`src/rtl/core/ntla_pkg.sv`:
```
// Package: shared types, codes and constants for the node table.
`timescale 1ns / 1ps
package ntla_pkg;
    localparam int NODES_DEFAULT = 16;
    localparam logic [31:0] TIMEOUT_RESET = 32'd10000;

    localparam logic [1:0] OP_SEEN  = 2'd0;
    localparam logic [1:0] OP_RELAY = 2'd1;
    localparam logic [1:0] OP_SWEEP = 2'd2;
    localparam logic [1:0] OP_READ  = 2'd3;

    localparam logic [1:0] ST_OK      = 2'd0;
    localparam logic [1:0] ST_NEW     = 2'd1;
    localparam logic [1:0] ST_FULL    = 2'd2;
    localparam logic [1:0] ST_BAD     = 2'd3;

    localparam logic [7:0] CH_ONE = 8'd1;
    localparam logic [7:0] CH_TWO = 8'd2;

    typedef struct packed {
        logic [1:0]  operation;
        logic [47:0] node_mac;
        logic [7:0]  signal_strength;
        logic [31:0] now_ms;
        logic [7:0]  entry_index;
        logic [7:0]  relay_channel;
        logic [7:0]  relay_value;
        logic        chan_ok;
    } cmd_t;
endpackage

```
`src/rtl/core/ntla_front.sv`:
```
// Front end: accepts transactions, classifies them and queues them for the back end.
`timescale 1ns / 1ps
module ntla_front
    import ntla_pkg::*;
(
    input  logic        clk,
    input  logic        rst_n,
    input  logic        in_valid,
    output logic        in_stall,
    input  logic [1:0]  operation,
    input  logic [47:0] node_mac,
    input  logic [7:0]  signal_strength,
    input  logic [31:0] now_ms,
    input  logic [7:0]  entry_index,
    input  logic [7:0]  relay_channel,
    input  logic [7:0]  relay_value,
    output logic        cmd_valid,
    output cmd_t        cmd,
    input  logic        cmd_take
);
    // two-entry queue
    cmd_t       q_reg [2];
    logic       rd_ptr_reg, rd_ptr_next;
    logic       wr_ptr_reg, wr_ptr_next;
    logic [1:0] cnt_reg, cnt_next;
    logic       push, pop;
    cmd_t       incoming;

    assign in_stall  = (cnt_reg == 2'd2);
    assign push      = in_valid && !in_stall;
    assign pop       = cmd_take && (cnt_reg != 2'd0);
    assign cmd_valid = (cnt_reg != 2'd0);
    assign cmd       = q_reg[rd_ptr_reg];

    always_comb
    begin
        incoming.operation       = operation;
        incoming.node_mac        = node_mac;
        incoming.signal_strength = signal_strength;
        incoming.now_ms          = now_ms;
        incoming.entry_index     = entry_index;
        incoming.relay_channel   = relay_channel;
        incoming.relay_value     = relay_value;
        incoming.chan_ok         = (relay_channel == CH_ONE) || (relay_channel == CH_TWO);
        rd_ptr_next = pop ? ~rd_ptr_reg : rd_ptr_reg;
        wr_ptr_next = push ? ~wr_ptr_reg : wr_ptr_reg;
        cnt_next    = cnt_reg + {1'b0, push} - {1'b0, pop};
    end

    always_ff @(posedge clk)
    begin
        if (push)
        begin
            q_reg[wr_ptr_reg] <= incoming;
        end
    end

    always_ff @(posedge clk or negedge rst_n)
    begin
        if (!rst_n)
        begin
            rd_ptr_reg <= 1'b0;
            wr_ptr_reg <= 1'b0;
            cnt_reg    <= 2'd0;
        end
        else
        begin
            rd_ptr_reg <= rd_ptr_next;
            wr_ptr_reg <= wr_ptr_next;
            cnt_reg    <= cnt_next;
        end
    end
endmodule

```
`src/rtl/core/ntla_back.sv`:
```
// Back end: walks the table for lookups and sweeps and produces the result.
`timescale 1ns / 1ps
module ntla_back
    import ntla_pkg::*;
#(
    parameter int NODES = NODES_DEFAULT
)
(
    input  logic        clk,
    input  logic        rst_n,
    input  logic [31:0] timeout,
    input  logic        cmd_valid,
    input  cmd_t        cmd,
    output logic        cmd_take,
    output logic        out_valid,
    input  logic        out_stall,
    output logic [1:0]  status,
    output logic [7:0]  result_index,
    output logic [47:0] entry_mac,
    output logic [7:0]  entry_strength,
    output logic [31:0] entry_messages,
    output logic        entry_online,
    output logic [7:0]  entry_relay_one,
    output logic [7:0]  entry_relay_two,
    output logic [8:0]  used_entries,
    output logic [8:0]  went_offline
);
    localparam int IW = (NODES > 1) ? $clog2(NODES) : 1;
    localparam int CW = $clog2(NODES + 1);

    localparam logic [2:0] S_IDLE  = 3'd0;
    localparam logic [2:0] S_SCAN  = 3'd1;
    localparam logic [2:0] S_SWEEP = 3'd2;
    localparam logic [2:0] S_READ  = 3'd3;
    localparam logic [2:0] S_DONE  = 3'd4;

    logic [47:0] addr_mem  [NODES];
    logic [7:0]  str_mem   [NODES];
    logic [31:0] seen_mem  [NODES];
    logic [31:0] msg_mem   [NODES];
    logic [15:0] relay_mem [NODES];
    logic [NODES-1:0] online_reg;

    logic [2:0]    state_reg;
    logic [CW-1:0] count_reg;
    logic [CW-1:0] ptr_reg;
    logic [8:0]    gone_reg;
    cmd_t          cur_reg;

    // registered read port shared by scan, sweep and read
    logic [47:0] rd_addr_reg;
    logic [31:0] rd_seen_reg;
    logic [7:0]  rd_str_reg;
    logic [31:0] rd_msg_reg;
    logic [15:0] rd_relay_reg;
    logic        rd_vld_reg;
    logic [CW-1:0] rd_ptr_reg;

    logic          out_busy;
    logic          issue;
    logic [IW-1:0] issue_idx;
    logic [IW-1:0] rd_idx;
    logic          idx_ok;
    logic [31:0]   age;

    assign out_busy  = out_valid && out_stall;
    assign cmd_take  = (state_reg == S_IDLE) && !out_busy;
    assign issue     = (ptr_reg < count_reg);
    assign issue_idx = ptr_reg[IW-1:0];
    assign rd_idx    = rd_ptr_reg[IW-1:0];
    assign idx_ok    = ({1'b0, cur_reg.entry_index} < 9'(count_reg));
    assign age       = cur_reg.now_ms - rd_seen_reg;
    assign used_entries = 9'(count_reg);

    always_ff @(posedge clk)
    begin
        rd_addr_reg  <= addr_mem[issue_idx];
        rd_seen_reg  <= seen_mem[issue_idx];
        rd_str_reg   <= str_mem[issue_idx];
        rd_msg_reg   <= msg_mem[issue_idx];
        rd_relay_reg <= relay_mem[issue_idx];
        rd_ptr_reg   <= ptr_reg;
    end

    always_ff @(posedge clk)
    begin
        if (state_reg == S_SCAN && rd_vld_reg && rd_addr_reg == cur_reg.node_mac)
        begin
            str_mem[rd_idx]  <= cur_reg.signal_strength;
            seen_mem[rd_idx] <= cur_reg.now_ms;
            msg_mem[rd_idx]  <= rd_msg_reg + 32'd1;
        end
        else if (state_reg == S_SCAN && !rd_vld_reg && !issue && 9'(count_reg) < 9'(NODES))
        begin
            addr_mem[count_reg[IW-1:0]]  <= cur_reg.node_mac;
            str_mem[count_reg[IW-1:0]]   <= cur_reg.signal_strength;
            seen_mem[count_reg[IW-1:0]]  <= cur_reg.now_ms;
            msg_mem[count_reg[IW-1:0]]   <= 32'd1;
            relay_mem[count_reg[IW-1:0]] <= 16'd0;
        end
        else if (state_reg == S_READ && rd_vld_reg && cur_reg.operation == OP_RELAY
                 && idx_ok && cur_reg.chan_ok)
        begin
            if (cur_reg.relay_channel == CH_ONE)
            begin
                relay_mem[rd_idx] <= {rd_relay_reg[15:8], cur_reg.relay_value};
            end
            else
            begin
                relay_mem[rd_idx] <= {cur_reg.relay_value, rd_relay_reg[7:0]};
            end
        end
    end

    always_ff @(posedge clk or negedge rst_n)
    begin
        if (!rst_n)
        begin
            state_reg  <= S_IDLE;
            count_reg  <= '0;
            ptr_reg    <= '0;
            online_reg <= '0;
            gone_reg   <= '0;
            rd_vld_reg <= 1'b0;
            out_valid  <= 1'b0;
        end
        else
        begin
            if (out_valid && !out_stall)
            begin
                out_valid <= 1'b0;
            end
            unique case (state_reg)
                S_IDLE:
                begin
                    rd_vld_reg <= 1'b0;
                    if (cmd_valid && !out_busy)
                    begin
                        cur_reg  <= cmd;
                        gone_reg <= '0;
                        ptr_reg  <= '0;
                        unique case (cmd.operation)
                            OP_SEEN:  state_reg <= S_SCAN;
                            OP_SWEEP: state_reg <= S_SWEEP;
                            default:
                            begin
                                ptr_reg   <= CW'(cmd.entry_index);
                                state_reg <= S_READ;
                            end
                        endcase
                    end
                end
                S_SCAN:
                begin
                    if (rd_vld_reg && rd_addr_reg == cur_reg.node_mac)
                    begin
                        online_reg[rd_idx] <= 1'b1;
                        status         <= ST_OK;
                        result_index   <= 8'(rd_ptr_reg);
                        rd_vld_reg     <= 1'b0;
                        state_reg      <= S_DONE;
                    end
                    else if (!rd_vld_reg && !issue && rd_ptr_reg == ptr_reg)
                    begin
                        if (9'(count_reg) < 9'(NODES))
                        begin
                            online_reg[count_reg[IW-1:0]] <= 1'b1;
                            count_reg    <= count_reg + 1'b1;
                            status       <= ST_NEW;
                            result_index <= 8'(count_reg);
                        end
                        else
                        begin
                            status       <= ST_FULL;
                            result_index <= 8'd0;
                        end
                        state_reg <= S_DONE;
                    end
                    else
                    begin
                        rd_vld_reg <= issue;
                        if (issue)
                        begin
                            ptr_reg <= ptr_reg + 1'b1;
                        end
                    end
                end
                S_SWEEP:
                begin
                    if (rd_vld_reg && age > timeout && online_reg[rd_idx])
                    begin
                        online_reg[rd_idx] <= 1'b0;
                        gone_reg <= gone_reg + 9'd1;
                    end
                    rd_vld_reg <= issue;
                    if (issue)
                    begin
                        ptr_reg <= ptr_reg + 1'b1;
                    end
                    else if (!rd_vld_reg)
                    begin
                        status       <= ST_OK;
                        result_index <= 8'd0;
                        state_reg    <= S_DONE;
                    end
                end
                S_READ:
                begin
                    // the read is issued first; its registered data is used once rd_vld_reg is set
                    if (!rd_vld_reg)
                    begin
                        rd_vld_reg <= 1'b1;
                    end
                    else
                    begin
                        rd_vld_reg   <= 1'b0;
                        result_index <= cur_reg.entry_index;
                        status       <= ST_OK;
                        if (!idx_ok || (cur_reg.operation == OP_RELAY && !cur_reg.chan_ok))
                        begin
                            status <= ST_BAD;
                        end
                        state_reg <= S_DONE;
                    end
                end
                S_DONE:
                begin
                    out_valid <= 1'b1;
                    state_reg <= S_IDLE;
                end
                default: state_reg <= S_IDLE;
            endcase
        end
    end

    // relay writes to a bad channel are blocked by chan_ok in the write path
    logic do_read;
    assign do_read = (cur_reg.operation == OP_READ) && idx_ok;

    always_ff @(posedge clk)
    begin
        if (state_reg == S_READ && rd_vld_reg)
        begin
            entry_mac       <= do_read ? rd_addr_reg : 48'd0;
            entry_strength  <= do_read ? rd_str_reg : 8'd0;
            entry_messages  <= do_read ? rd_msg_reg : 32'd0;
            entry_online    <= do_read ? online_reg[rd_idx] : 1'b0;
            entry_relay_one <= do_read ? rd_relay_reg[7:0] : 8'd0;
            entry_relay_two <= do_read ? rd_relay_reg[15:8] : 8'd0;
            went_offline    <= 9'd0;
        end
        else if (state_reg == S_SCAN || state_reg == S_SWEEP)
        begin
            entry_mac       <= 48'd0;
            entry_strength  <= 8'd0;
            entry_messages  <= 32'd0;
            entry_online    <= 1'b0;
            entry_relay_one <= 8'd0;
            entry_relay_two <= 8'd0;
            went_offline    <= (state_reg == S_SWEEP) ? gone_reg : 9'd0;
        end
    end
endmodule

```
`src/rtl/core/node_table_learn_and_age_top.sv`:
```
// Top level of the node table with address learning and aging.
// A seen item walks the table through its single registered read port until an
// entry matches, or else adds an entry or finds the table full; a sweep walks every
// used entry, and a relay write or read fetches the one entry that it names through
// the same port. A two-deep queue in front of the table engine takes new
// transactions while a result waits. The timeout register may be written only
// while the block is idle.
`timescale 1ns / 1ps
module node_table_learn_and_age_top
    import ntla_pkg::*;
#(
    parameter int NODES = NODES_DEFAULT
)
(
    input  logic        clk,
    input  logic        rst_n,
    input  logic        cfg_we,
    input  logic [31:0] cfg_wdata,
    input  logic        in_valid,
    output logic        in_stall,
    input  logic [1:0]  operation,
    input  logic [47:0] node_mac,
    input  logic [7:0]  signal_strength,
    input  logic [31:0] now_ms,
    input  logic [7:0]  entry_index,
    input  logic [7:0]  relay_channel,
    input  logic [7:0]  relay_value,
    output logic        out_valid,
    input  logic        out_stall,
    output logic [1:0]  status,
    output logic [7:0]  result_index,
    output logic [47:0] entry_mac,
    output logic [7:0]  entry_strength,
    output logic [31:0] entry_messages,
    output logic        entry_online,
    output logic [7:0]  entry_relay_one,
    output logic [7:0]  entry_relay_two,
    output logic [8:0]  used_entries,
    output logic [8:0]  went_offline
);
    logic [31:0] timeout_reg;
    logic        cmd_valid, cmd_take;
    cmd_t        cmd;

    always_ff @(posedge clk or negedge rst_n)
    begin
        if (!rst_n)
        begin
            timeout_reg <= TIMEOUT_RESET;
        end
        else if (cfg_we)
        begin
            timeout_reg <= cfg_wdata;
        end
    end

    ntla_front u_front (
        .clk, .rst_n, .in_valid, .in_stall, .operation, .node_mac, .signal_strength,
        .now_ms, .entry_index, .relay_channel, .relay_value,
        .cmd_valid, .cmd, .cmd_take
    );

    ntla_back #(.NODES(NODES)) u_back (
        .clk, .rst_n, .timeout(timeout_reg), .cmd_valid, .cmd, .cmd_take,
        .out_valid, .out_stall, .status, .result_index, .entry_mac, .entry_strength,
        .entry_messages, .entry_online, .entry_relay_one, .entry_relay_two,
        .used_entries, .went_offline
    );
endmodule

```
`config.mk`:
```
export PLATFORM = sky130hd
export DESIGN_NAME = node_table_learn_and_age_top
export DESIGN_NICKNAME = d
export VERILOG_FILES = /design/src/rtl/core/ntla_pkg.sv /design/src/rtl/core/ntla_front.sv /design/src/rtl/core/ntla_back.sv /design/src/rtl/core/node_table_learn_and_age_top.sv
export SDC_FILE = /design/constraint.sdc
export NUM_CORES = 2
export LEC_CHECK = 0
export ABC_AREA = 1
export BUFFER_PORTS_ARGS = -buffer_cell sky130_fd_sc_hd__buf_2
export CAP_MARGIN = 10
export CORE_MARGIN = 2
export CORE_UTILIZATION = 50
export CTS_CLUSTER_SIZE = 20
export DETAILED_ROUTE_END_ITERATION = 12
export MAX_ROUTING_LAYER = met4
export PLACE_DENSITY = 0.68
export SLEW_MARGIN = 5
export SYNTH_ARGS = -nofsm -noshare
export SYNTH_HDL_FRONTEND = slang
export SYNTH_SLANG_ARGS = --single-unit
```
`constraint.sdc`:
```
create_clock -name clk -period 9.75 [get_ports clk]
set_clock_uncertainty 0.15 [all_clocks]
set_input_delay 0.975 -clock clk [delete_from_list [all_inputs] [get_ports clk]]
set_output_delay 0.975 -clock clk [all_outputs]
set_load 0.02 [all_outputs]
```
Word level (Yosys, flattened, before mapping). Memories as Yosys holds them, arrays and structs flattened. A register that Yosys moved wholly into a read port is not among the register bits. Index checks and enable logic that the tools add are counted. W data, S select, Z words.

Add/sub/neg operators: 7. $lt $le $gt $ge: 8. Eq/ne operators: 23. Mux-type cells: 96. Bitwise gates (word level): 8. Reductions and logical operators: 57.

Operators by type and width (number): $mux W32 (5); $mux W48 (3); $mux W8 (13); $mux W16 (6); $reduce_or A32 Y1 (2); $eq A48 B48 Y1 (1); $add A32 B1 Y32 const B (1); $gt A32 B32 Y1 (1); $mux W1 (32); $or A16 B16 Y16 (2); $pmux W16 S2 (1); $sub A32 B32 Y32 (1); $mux W5 (6); $mux W9 (3); $logic_and A1 B1 Y1 (24); $pmux W8 S3 (1); $mux W3 (6); $pmux W9 S2 (1); $and A16 B16 Y16 (1); $eq A8 B1 Y1 const B (2); $mux W4 (4); $not A16 Y16 (1); $reduce_or A16 Y1 (1); $pmux W5 S3 (1); 43 further kinds (80).

Bits in registers: 320. Memory bits (writable): 2406. Output and inout port bits: 135. Memories: 6.

Memories: u_back.addr_mem (words 16, bits a word 48, read ports 1, clocked after Yosys merged registers in 1, write ports 1, RTL line ntla_back.sv:37) `logic [47:0] addr_mem [NODES];`; u_back.msg_mem (words 16, bits a word 32, read ports 1, clocked after Yosys merged registers in 1, write ports 1, RTL line ntla_back.sv:40) `logic [31:0] msg_mem [NODES];`; u_back.seen_mem (words 16, bits a word 32, read ports 1, clocked after Yosys merged registers in 1, write ports 1, RTL line ntla_back.sv:39) `logic [31:0] seen_mem [NODES];`; u_back.relay_mem (words 16, bits a word 16, read ports 1, clocked after Yosys merged registers in 1, write ports 1, RTL line ntla_back.sv:41) `logic [15:0] relay_mem [NODES];`; u_front.q_reg (words 2, bits a word 115, read ports 1, clocked after Yosys merged registers in 0, write ports 1, RTL line ntla_front.sv:22) `cmd_t q_reg [2];`; u_back.str_mem (words 16, bits a word 8, read ports 1, clocked after Yosys merged registers in 1, write ports 1, RTL line ntla_back.sv:38) `logic [7:0] str_mem [NODES];`.

Logic depth before layout (Yosys ltp).
Word-level depth: 12. Gate-level depth with buffers: 27.

Modules after synthesis. Synthesis repeated with hierarchy kept, for this count alone.

Cells, all modules: 8737. Area total of the unflattened synthesis: 112186.3 µm².

Modules (own cells, without submodules): ntla_back (times used 1, cells each 7958, area an instance 102243.1 µm²); ntla_front (times used 1, cells each 643, area an instance 8644.5 µm²); node_table_learn_and_age_top (times used 1, cells each 136, area an instance 1298.7 µm²).

Worst setup path after synthesis. Ideal clock, no wire load.

Path kind: input -> register. From: in out_stall. To: reg u_back.cur_reg[0] (netlist bit), enable pin. Setup time: 0.730 ns. Arrival: 8.937 ns. Data required time: 8.870 ns. Slack: -0.067 ns. Stages: 3. Path buffers: 0. Path through: nand2_1 -> o21ai_0 -> nor3_1.

Longest elaborated chain between the ends: 4.

RTL lines: start: declaration (RTL line node_table_learn_and_age_top.sv:29) `input logic out_stall,`; $logic_and A1 B1 Y1 (RTL line ntla_back.sv:66) `assign out_busy = out_valid && out_stall;`; $logic_not A1 Y1 (RTL line ntla_back.sv:137) `if (cmd_valid && !out_busy)`; $logic_and A1 B1 Y1 (RTL line ntla_back.sv:137); $reduce_and A3 Y1 (no source line); end signal: assignment (RTL line ntla_back.sv:139) `cur_reg <= cmd;`; end: declaration (RTL line ntla_back.sv:48) `cmd_t cur_reg;`.

Every way passes these cells. A chain may end at the register's enable or synchronous reset.

Final worst setup path.
From: reg u_back.ptr_reg[0]. To: mem u_back.seen_mem[4][21], enable pin.

Longest elaborated chain between the ends: 9. Elaborated cells between the ends (all ways): 10. Classes of those cells: order compare (1); mux (5); reduce/logical (4).

RTL lines: start: declaration (RTL line ntla_back.sv:46) `logic [CW-1:0] ptr_reg;`; start signal: assignment (RTL line ntla_back.sv:147) `ptr_reg <= CW'(cmd.entry_index);`; start signal: assignment (RTL line ntla_back.sv:184) `ptr_reg <= ptr_reg + 1'b1;`; start signal: assignment (RTL line ntla_back.sv:198) `ptr_reg <= ptr_reg + 1'b1;`; $lt A5 B5 Y1 * (RTL line ntla_back.sv:68) `assign issue = (ptr_reg < count_reg);`; $logic_not A1 Y1 * (RTL line ntla_back.sv:93) `else if (state_reg == S_SCAN && !rd_vld_reg && !issue && 9'(count_reg) < 9'(NODES))`; $logic_and A1 B1 Y1 * (2 in series) (RTL line ntla_back.sv:93); $mux W1 * (RTL line ntla_back.sv:93); $mux W1 * (RTL line ntla_back.sv:87) `if (state_reg == S_SCAN && rd_vld_reg && rd_addr_reg == cur_reg.node_mac)`; $mux W1 (implied by the code) * (RTL line ntla_back.sv:97) `seen_mem[count_reg[IW-1:0]] <= cur_reg.now_ms;`; $reduce_or A32 Y1 (no source line); $mux W4 (no source line) / $mux W1 (equally long branches); end: declaration (RTL line ntla_back.sv:39).

Every way passes the cells marked *; elsewhere a longest branch is shown, timed or not.

==> flow_results.xml <==
<?xml version="1.0" encoding="UTF-8"?>
<metrics>
  <group name="critical_path">
    <metric name="cp_data_arrival_time" unit="ns">6.39</metric>
    <metric name="cp_top_family" unit="">simple AND/OR/NAND/NOR gates</metric>
    <metric name="crit_buf_inv" unit="">4</metric>
    <metric name="crit_path_end_kind" unit="">flip-flop</metric>
    <metric name="endpoint" unit="">u_back.seen_mem[4][21]$_DFFE_PP_</metric>
    <metric name="rr_worst_depth" unit="">13</metric>
    <metric name="reg2reg_from" unit="">u_back.ptr_reg[0]$_DFFE_PN0P_</metric>
    <metric name="cp_cell_sequence" unit="">inv_8 -&gt; nand2_1 -&gt; nand3_1 -&gt; nand3_1 -&gt; inv_2 -&gt; nor2_1 -&gt; nand2_4 -&gt; nand2_1 -&gt; o21ai_2 -&gt; inv_2 -&gt; nand3_1 -&gt; nor2_4 -&gt; buf_4</metric>
    <metric name="timing.critical_path.from" unit="">u_back.ptr_reg[0]$_DFFE_PN0P_</metric>
    <metric name="reg2reg_setup_slack" unit="ns">3.72</metric>
    <metric name="regToRegEndpoint" unit="">u_back.seen_mem[4][21]$_DFFE_PP_</metric>
    <metric name="path_class" unit="">flip-flop to flip-flop</metric>
    <metric name="crit_required" unit="ns">10.11</metric>
    <metric name="max_stage_delay" unit="ns">0.98</metric>
    <metric name="worstSetupStartpointType" unit="">flip-flop</metric>
    <metric name="path_depth" unit="">13</metric>
    <metric name="timing.critical_path.fanout_max" unit="">132</metric>
    <metric name="crit_path_top_delay_cell" unit="">sky130_fd_sc_hd__buf_4</metric>
    <metric name="cpMostUsedCell" unit="">sky130_fd_sc_hd__nand3_1</metric>
  </group>
  <group name="global_route">
    <metric name="grt_max_degree" unit="">240</metric>
    <metric name="number_of_global_route_vias_before_repair" unit="">67800</metric>
    <metric name="grt_remaining_overflow" unit="">0</metric>
    <metric name="initial_antenna_violation_count" unit="">7</metric>
    <metric name="grt_pass1_wl" unit="mm">431</metric>
    <metric name="grt.total_usage" unit="">0.257</metric>
  </group>
  <group name="drt">
    <metric name="wl_per_cell" unit="um">24.5</metric>
    <metric name="vias_per_cell" unit="">5.92</metric>
    <metric name="dr_total_vias" unit="">70400</metric>
    <metric name="detail_route.wirelength" unit="mm">292</metric>
    <metric name="route.antenna.remaining_nets" unit="">0</metric>
    <metric name="drc" unit="">0</metric>
    <metric name="drt_iter0_markers" unit="">8609</metric>
    <metric name="detail_route.first_pass.iterations" unit="">6</metric>
  </group>
  <group name="logic_synthesis">
    <metric name="synth_top_flop_cell" unit="">sky130_fd_sc_hd__edfxtp_1</metric>
    <metric name="number_of_enable_type_register_cells_in_the_synthesized_netlist" unit="">2636</metric>
    <metric name="count_of_mapped_cells_out_of_synthesis" unit="">8456</metric>
    <metric name="synth_seq_cells" unit="">2862</metric>
    <metric name="async_reset_ff_frac" unit="">0.0266</metric>
    <metric name="number_of_library_cell_types_mapped_by_synthesis" unit="">60</metric>
    <metric name="synth_area_per_cell" unit="um^2">13.3</metric>
    <metric name="synthesis.area" unit="um^2">113000</metric>
    <metric name="yosysWarningCount" unit="">0</metric>
    <metric name="synth_sequential_area_ratio" unit="">0.747</metric>
  </group>
  <group name="placed_design">
    <metric name="number_of_buffers_inserted_by_port_buffering" unit="">281</metric>
    <metric name="dp_hpwl" unit="mm">158</metric>
    <metric name="gpl.final_weighted_congestion" unit="">0.883</metric>
  </group>
  <group name="pwr">
    <metric name="power.density" unit="nW/um^2">301</metric>
    <metric name="power_leakage" unit="nW">43.3</metric>
    <metric name="irDropWorstVdd" unit="V">0.000232</metric>
  </group>
  <group name="sta">
    <metric name="grt_setup_unrepaired" unit="">false</metric>
    <metric name="holdWs" unit="ns">0.0676</metric>
    <metric name="fin_crit_sh" unit="">0.619</metric>
    <metric name="setup_violations" unit="">0</metric>
    <metric name="relSlewSlack" unit="">0.158</metric>
    <metric name="finalCriticalPeriod" unit="ns">6.03</metric>
    <metric name="hold_viol" unit="">0</metric>
    <metric name="worstMarginPinSlew" unit="ns">1.26</metric>
    <metric name="timing.final.max_slew_violations" unit="">0</metric>
    <metric name="final_total_negative_setup_slack" unit="ns">0</metric>
    <metric name="clock.fmax" unit="MHz">166</metric>
  </group>
  <group name="cts">
    <metric name="cts_num_sinks" unit="">2862</metric>
    <metric name="h-tree-depth" unit="">5</metric>
    <metric name="cts_max_path_buffers" unit="">4</metric>
    <metric name="clock_tree.root_cell" unit="">sky130_fd_sc_hd__clkbuf_16</metric>
    <metric name="hold_buffers" unit="">0</metric>
    <metric name="cts_buffers" unit="">308</metric>
    <metric name="tritoncts" unit="">done</metric>
    <metric name="clock_latency" unit="ns">0.95</metric>
    <metric name="cts.clk_slew.worst_paths" unit="ns">0.06</metric>
    <metric name="cts_setup_buffers" unit="">0</metric>
    <metric name="cts_resized" unit="">0</metric>
  </group>
  <group name="die">
    <metric name="start_util" unit="">0.502</metric>
    <metric name="die_width" unit="um">478</metric>
    <metric name="top_level_i_o_count" unit="">286</metric>
    <metric name="core" unit="um^2">224000</metric>
    <metric name="dieHeight" unit="um">478</metric>
    <metric name="die_area" unit="um^2">229000</metric>
    <metric name="num_rows" unit="">174</metric>
  </group>
  <group name="cells_and_area">
    <metric name="fillers" unit="">17700</metric>
    <metric name="p_r_area_growth_vs_syn" unit="%">12.5</metric>
    <metric name="finalNetCount" unit="">8909</metric>
    <metric name="multiInputGateArea" unit="um^2">25400</metric>
    <metric name="register_area" unit="um^2">84100</metric>
    <metric name="largest_register_ffs" unit="">768</metric>
    <metric name="fraction_of_final_layout_cells_with_drive_strength_greater_than_1" unit="">0.107</metric>
  </group>
  <group name="run_status">
    <metric name="status" unit="">finished clean</metric>
  </group>
  <group name="worst_hold_path">
    <metric name="worst_hold_path_type" unit="">input pin to flip-flop</metric>
    <metric name="worstHoldPathCells" unit="">1</metric>
    <metric name="worst_hold_startpoint" unit="">signal_strength[1]</metric>
  </group>
  <group name="flow_run">
    <metric name="cap_viol_max_count" unit="">0</metric>
  </group>
</metrics>
kinds of logic (layout without fill, tap and decap cells):
family / after synthesis / count (layout) / share of synthesized area
XOR/XNOR: 66 / 66 / 0.00514
AO/OA/AOI/OAI: 1425 / 1425 / 0.0842
adder cells (fa/ha/maj): 81 / 81 / 0.00908
flip-flops: 2862 / 2862 / 0.747
buffers and inverters: 844 / 1292 / 0.0299
AND/OR/NAND/NOR: 2966 / 2966 / 0.106
multiplexers: 211 / 211 / 0.0188
other: 1 / 6 / 0.0000333
final cells by class:
type,count,area share
Clock inverter,101,0.00738
Multi-Input combinational cell,4753,0.200
Tap cell,2992,0.0296
Timing Repair Buffer,393,0.0183
Sequential cell,2862,0.664
Inverter,359,0.0110
Antenna cell,2,0.0000395
Clock buffer,439,0.0691
worst register-to-register path: stages, from the launching register on:
cell	delay (ns)
sky130_fd_sc_hd__dfrtp_4	0.94
sky130_fd_sc_hd__inv_8	0.45
sky130_fd_sc_hd__nand2_1	0.23
sky130_fd_sc_hd__nand3_1	0.09
sky130_fd_sc_hd__nand3_1	0.18
sky130_fd_sc_hd__inv_2	0.05
sky130_fd_sc_hd__nor2_1	0.18
sky130_fd_sc_hd__nand2_4	0.51
sky130_fd_sc_hd__nand2_1	0.27
sky130_fd_sc_hd__o21ai_2	0.11
sky130_fd_sc_hd__inv_2	0.11
sky130_fd_sc_hd__nand3_1	0.34
sky130_fd_sc_hd__nor2_4	0.92
sky130_fd_sc_hd__buf_4	1.01
cell usage after synthesis, types with 3 or more instances:
| master | n | area, um^2 |
|---|---|---|
| sky130_fd_sc_hd__o21bai_1 | 3 | 22.5 |
| sky130_fd_sc_hd__o32ai_1 | 334 | 2930 |
| sky130_fd_sc_hd__nand2_4 | 3 | 33.8 |
| sky130_fd_sc_hd__a21boi_0 | 3 | 22.5 |
| sky130_fd_sc_hd__or2_2 | 7 | 43.8 |
| sky130_fd_sc_hd__clkbuf_1 | 385 | 1450 |
| sky130_fd_sc_hd__mux2i_1 | 210 | 2100 |
| sky130_fd_sc_hd__buf_2 | 55 | 275 |
| sky130_fd_sc_hd__o31ai_1 | 3 | 22.5 |
| sky130_fd_sc_hd__buf_4 | 31 | 233 |
| sky130_fd_sc_hd__o21ai_1 | 27 | 135 |
| sky130_fd_sc_hd__dfxtp_1 | 150 | 3000 |
| sky130_fd_sc_hd__inv_1 | 335 | 1260 |
| sky130_fd_sc_hd__xor2_1 | 40 | 350 |
| sky130_fd_sc_hd__buf_1 | 12 | 45.0 |
| sky130_fd_sc_hd__inv_2 | 23 | 86.3 |
| sky130_fd_sc_hd__nor2_1 | 1508 | 5660 |
| sky130_fd_sc_hd__edfxtp_1 | 2636 | 79200 |
| sky130_fd_sc_hd__ha_1 | 80 | 1000 |
| sky130_fd_sc_hd__nand2b_1 | 3 | 18.8 |
| sky130_fd_sc_hd__o311ai_1 | 4 | 35.0 |
| sky130_fd_sc_hd__dfrtp_1 | 71 | 1780 |
| sky130_fd_sc_hd__xnor2_1 | 26 | 228 |
| sky130_fd_sc_hd__nand2_1 | 1016 | 3810 |
| sky130_fd_sc_hd__dfstp_2 | 5 | 131 |
| sky130_fd_sc_hd__a21oi_1 | 83 | 415 |
| sky130_fd_sc_hd__a32oi_1 | 3 | 26.3 |
| sky130_fd_sc_hd__nor2_2 | 7 | 43.8 |
| sky130_fd_sc_hd__a21o_1 | 7 | 52.6 |
| sky130_fd_sc_hd__o211ai_1 | 64 | 480 |
| sky130_fd_sc_hd__a31oi_1 | 7 | 43.8 |
| sky130_fd_sc_hd__nand3_1 | 340 | 1700 |
| sky130_fd_sc_hd__nand2_2 | 11 | 68.8 |
| sky130_fd_sc_hd__nor4_1 | 7 | 43.8 |
| sky130_fd_sc_hd__nand4_1 | 19 | 119 |
| sky130_fd_sc_hd__o21ai_2 | 6 | 52.6 |
| sky130_fd_sc_hd__o221ai_1 | 212 | 1860 |
| sky130_fd_sc_hd__nor3_1 | 28 | 140 |
| sky130_fd_sc_hd__nor3_2 | 4 | 40.0 |
| sky130_fd_sc_hd__o21ai_0 | 660 | 3300 |
worst min-delay path by stage:
stage                                             endpoint  slack (ns)
after global placement        u_back.rd_ptr_reg[4]$_DFF_P_        0.32
final                       u_front.q_reg[1][58]$_DFFE_PP_        0.07
after detailed placement  u_back.online_reg[0]$_DFFE_PN0P_        0.33
after floorplan               u_back.rd_ptr_reg[2]$_DFF_P_        0.22
after CTS                   u_front.q_reg[0][58]$_DFFE_PP_       0.003
after global routing        u_front.q_reg[0][58]$_DFFE_PP_        0.02
layer usage:
layer	share of wire	vias up	track usage
li1	-	31300	-
met1	0.42	35400	0.355
met2	0.47	3120	0.394
met3	0.079	531	0.0389
met4	0.033	0	0.0830
met5	0	-	-
power breakdown:
group          switching (mW)  leakage, nW  internal (mW)  total, mW
registers                1.01         25.7           15.8       16.8
logic                    7.30         12.8           2.81       10.1
clock network            4.59         4.74           6.65       11.2
layout by cell type, fill, tap and decap left out, types with 10 or more instances in the layout:
master                      Yosys  routed
sky130_fd_sc_hd__clkinv_2       0      42
sky130_fd_sc_hd__buf_2         55     280
sky130_fd_sc_hd__nor3_1        28      27
sky130_fd_sc_hd__o211ai_1      64      64
sky130_fd_sc_hd__xnor2_1       26      26
sky130_fd_sc_hd__dfrtp_1       71      67
sky130_fd_sc_hd__nand3_1      340     340
sky130_fd_sc_hd__o32ai_1      334     334
sky130_fd_sc_hd__clkbuf_1     385      87
sky130_fd_sc_hd__inv_2         23      19
sky130_fd_sc_hd__nor2_4         2      32
sky130_fd_sc_hd__a21oi_1       83      82
sky130_fd_sc_hd__clkbuf_16      0     317
sky130_fd_sc_hd__ha_1          80      80
sky130_fd_sc_hd__o21ai_1       27      27
sky130_fd_sc_hd__clkbuf_8       0      35
sky130_fd_sc_hd__nand2_1     1016    1016
sky130_fd_sc_hd__o21ai_0      660     660
sky130_fd_sc_hd__dfxtp_1      150     150
sky130_fd_sc_hd__mux2i_1      210     210
sky130_fd_sc_hd__xor2_1        40      40
sky130_fd_sc_hd__nor2_2         7      21
sky130_fd_sc_hd__buf_4         31     108
sky130_fd_sc_hd__inv_1        335     329
sky130_fd_sc_hd__nand2_2       11      10
sky130_fd_sc_hd__bufinv_16      0      16
sky130_fd_sc_hd__edfxtp_1    2636    2636
sky130_fd_sc_hd__nand4_1       19      19
sky130_fd_sc_hd__o221ai_1     212     212
sky130_fd_sc_hd__clkinv_1       1      26
sky130_fd_sc_hd__nor2_1      1508    1464
stage by stage:
stage	worst slack, ns	power [mW]	cells	util	cell area [um^2]
2_1_floorplan	3.09	23.4	8459	-	113000
3_3_place_gp	3.91	26.8	11400	0.521	117000
3_5_place_dp	3.83	27.0	11400	0.521	117000
4_1_cts	3.78	38.3	11900	0.564	127000
5_1_grt	3.43	39.8	11900	0.565	127000
6_report	3.72	38.1	11900	0.565	127000
Note: power is estimated with default switching activity, not from simulation.
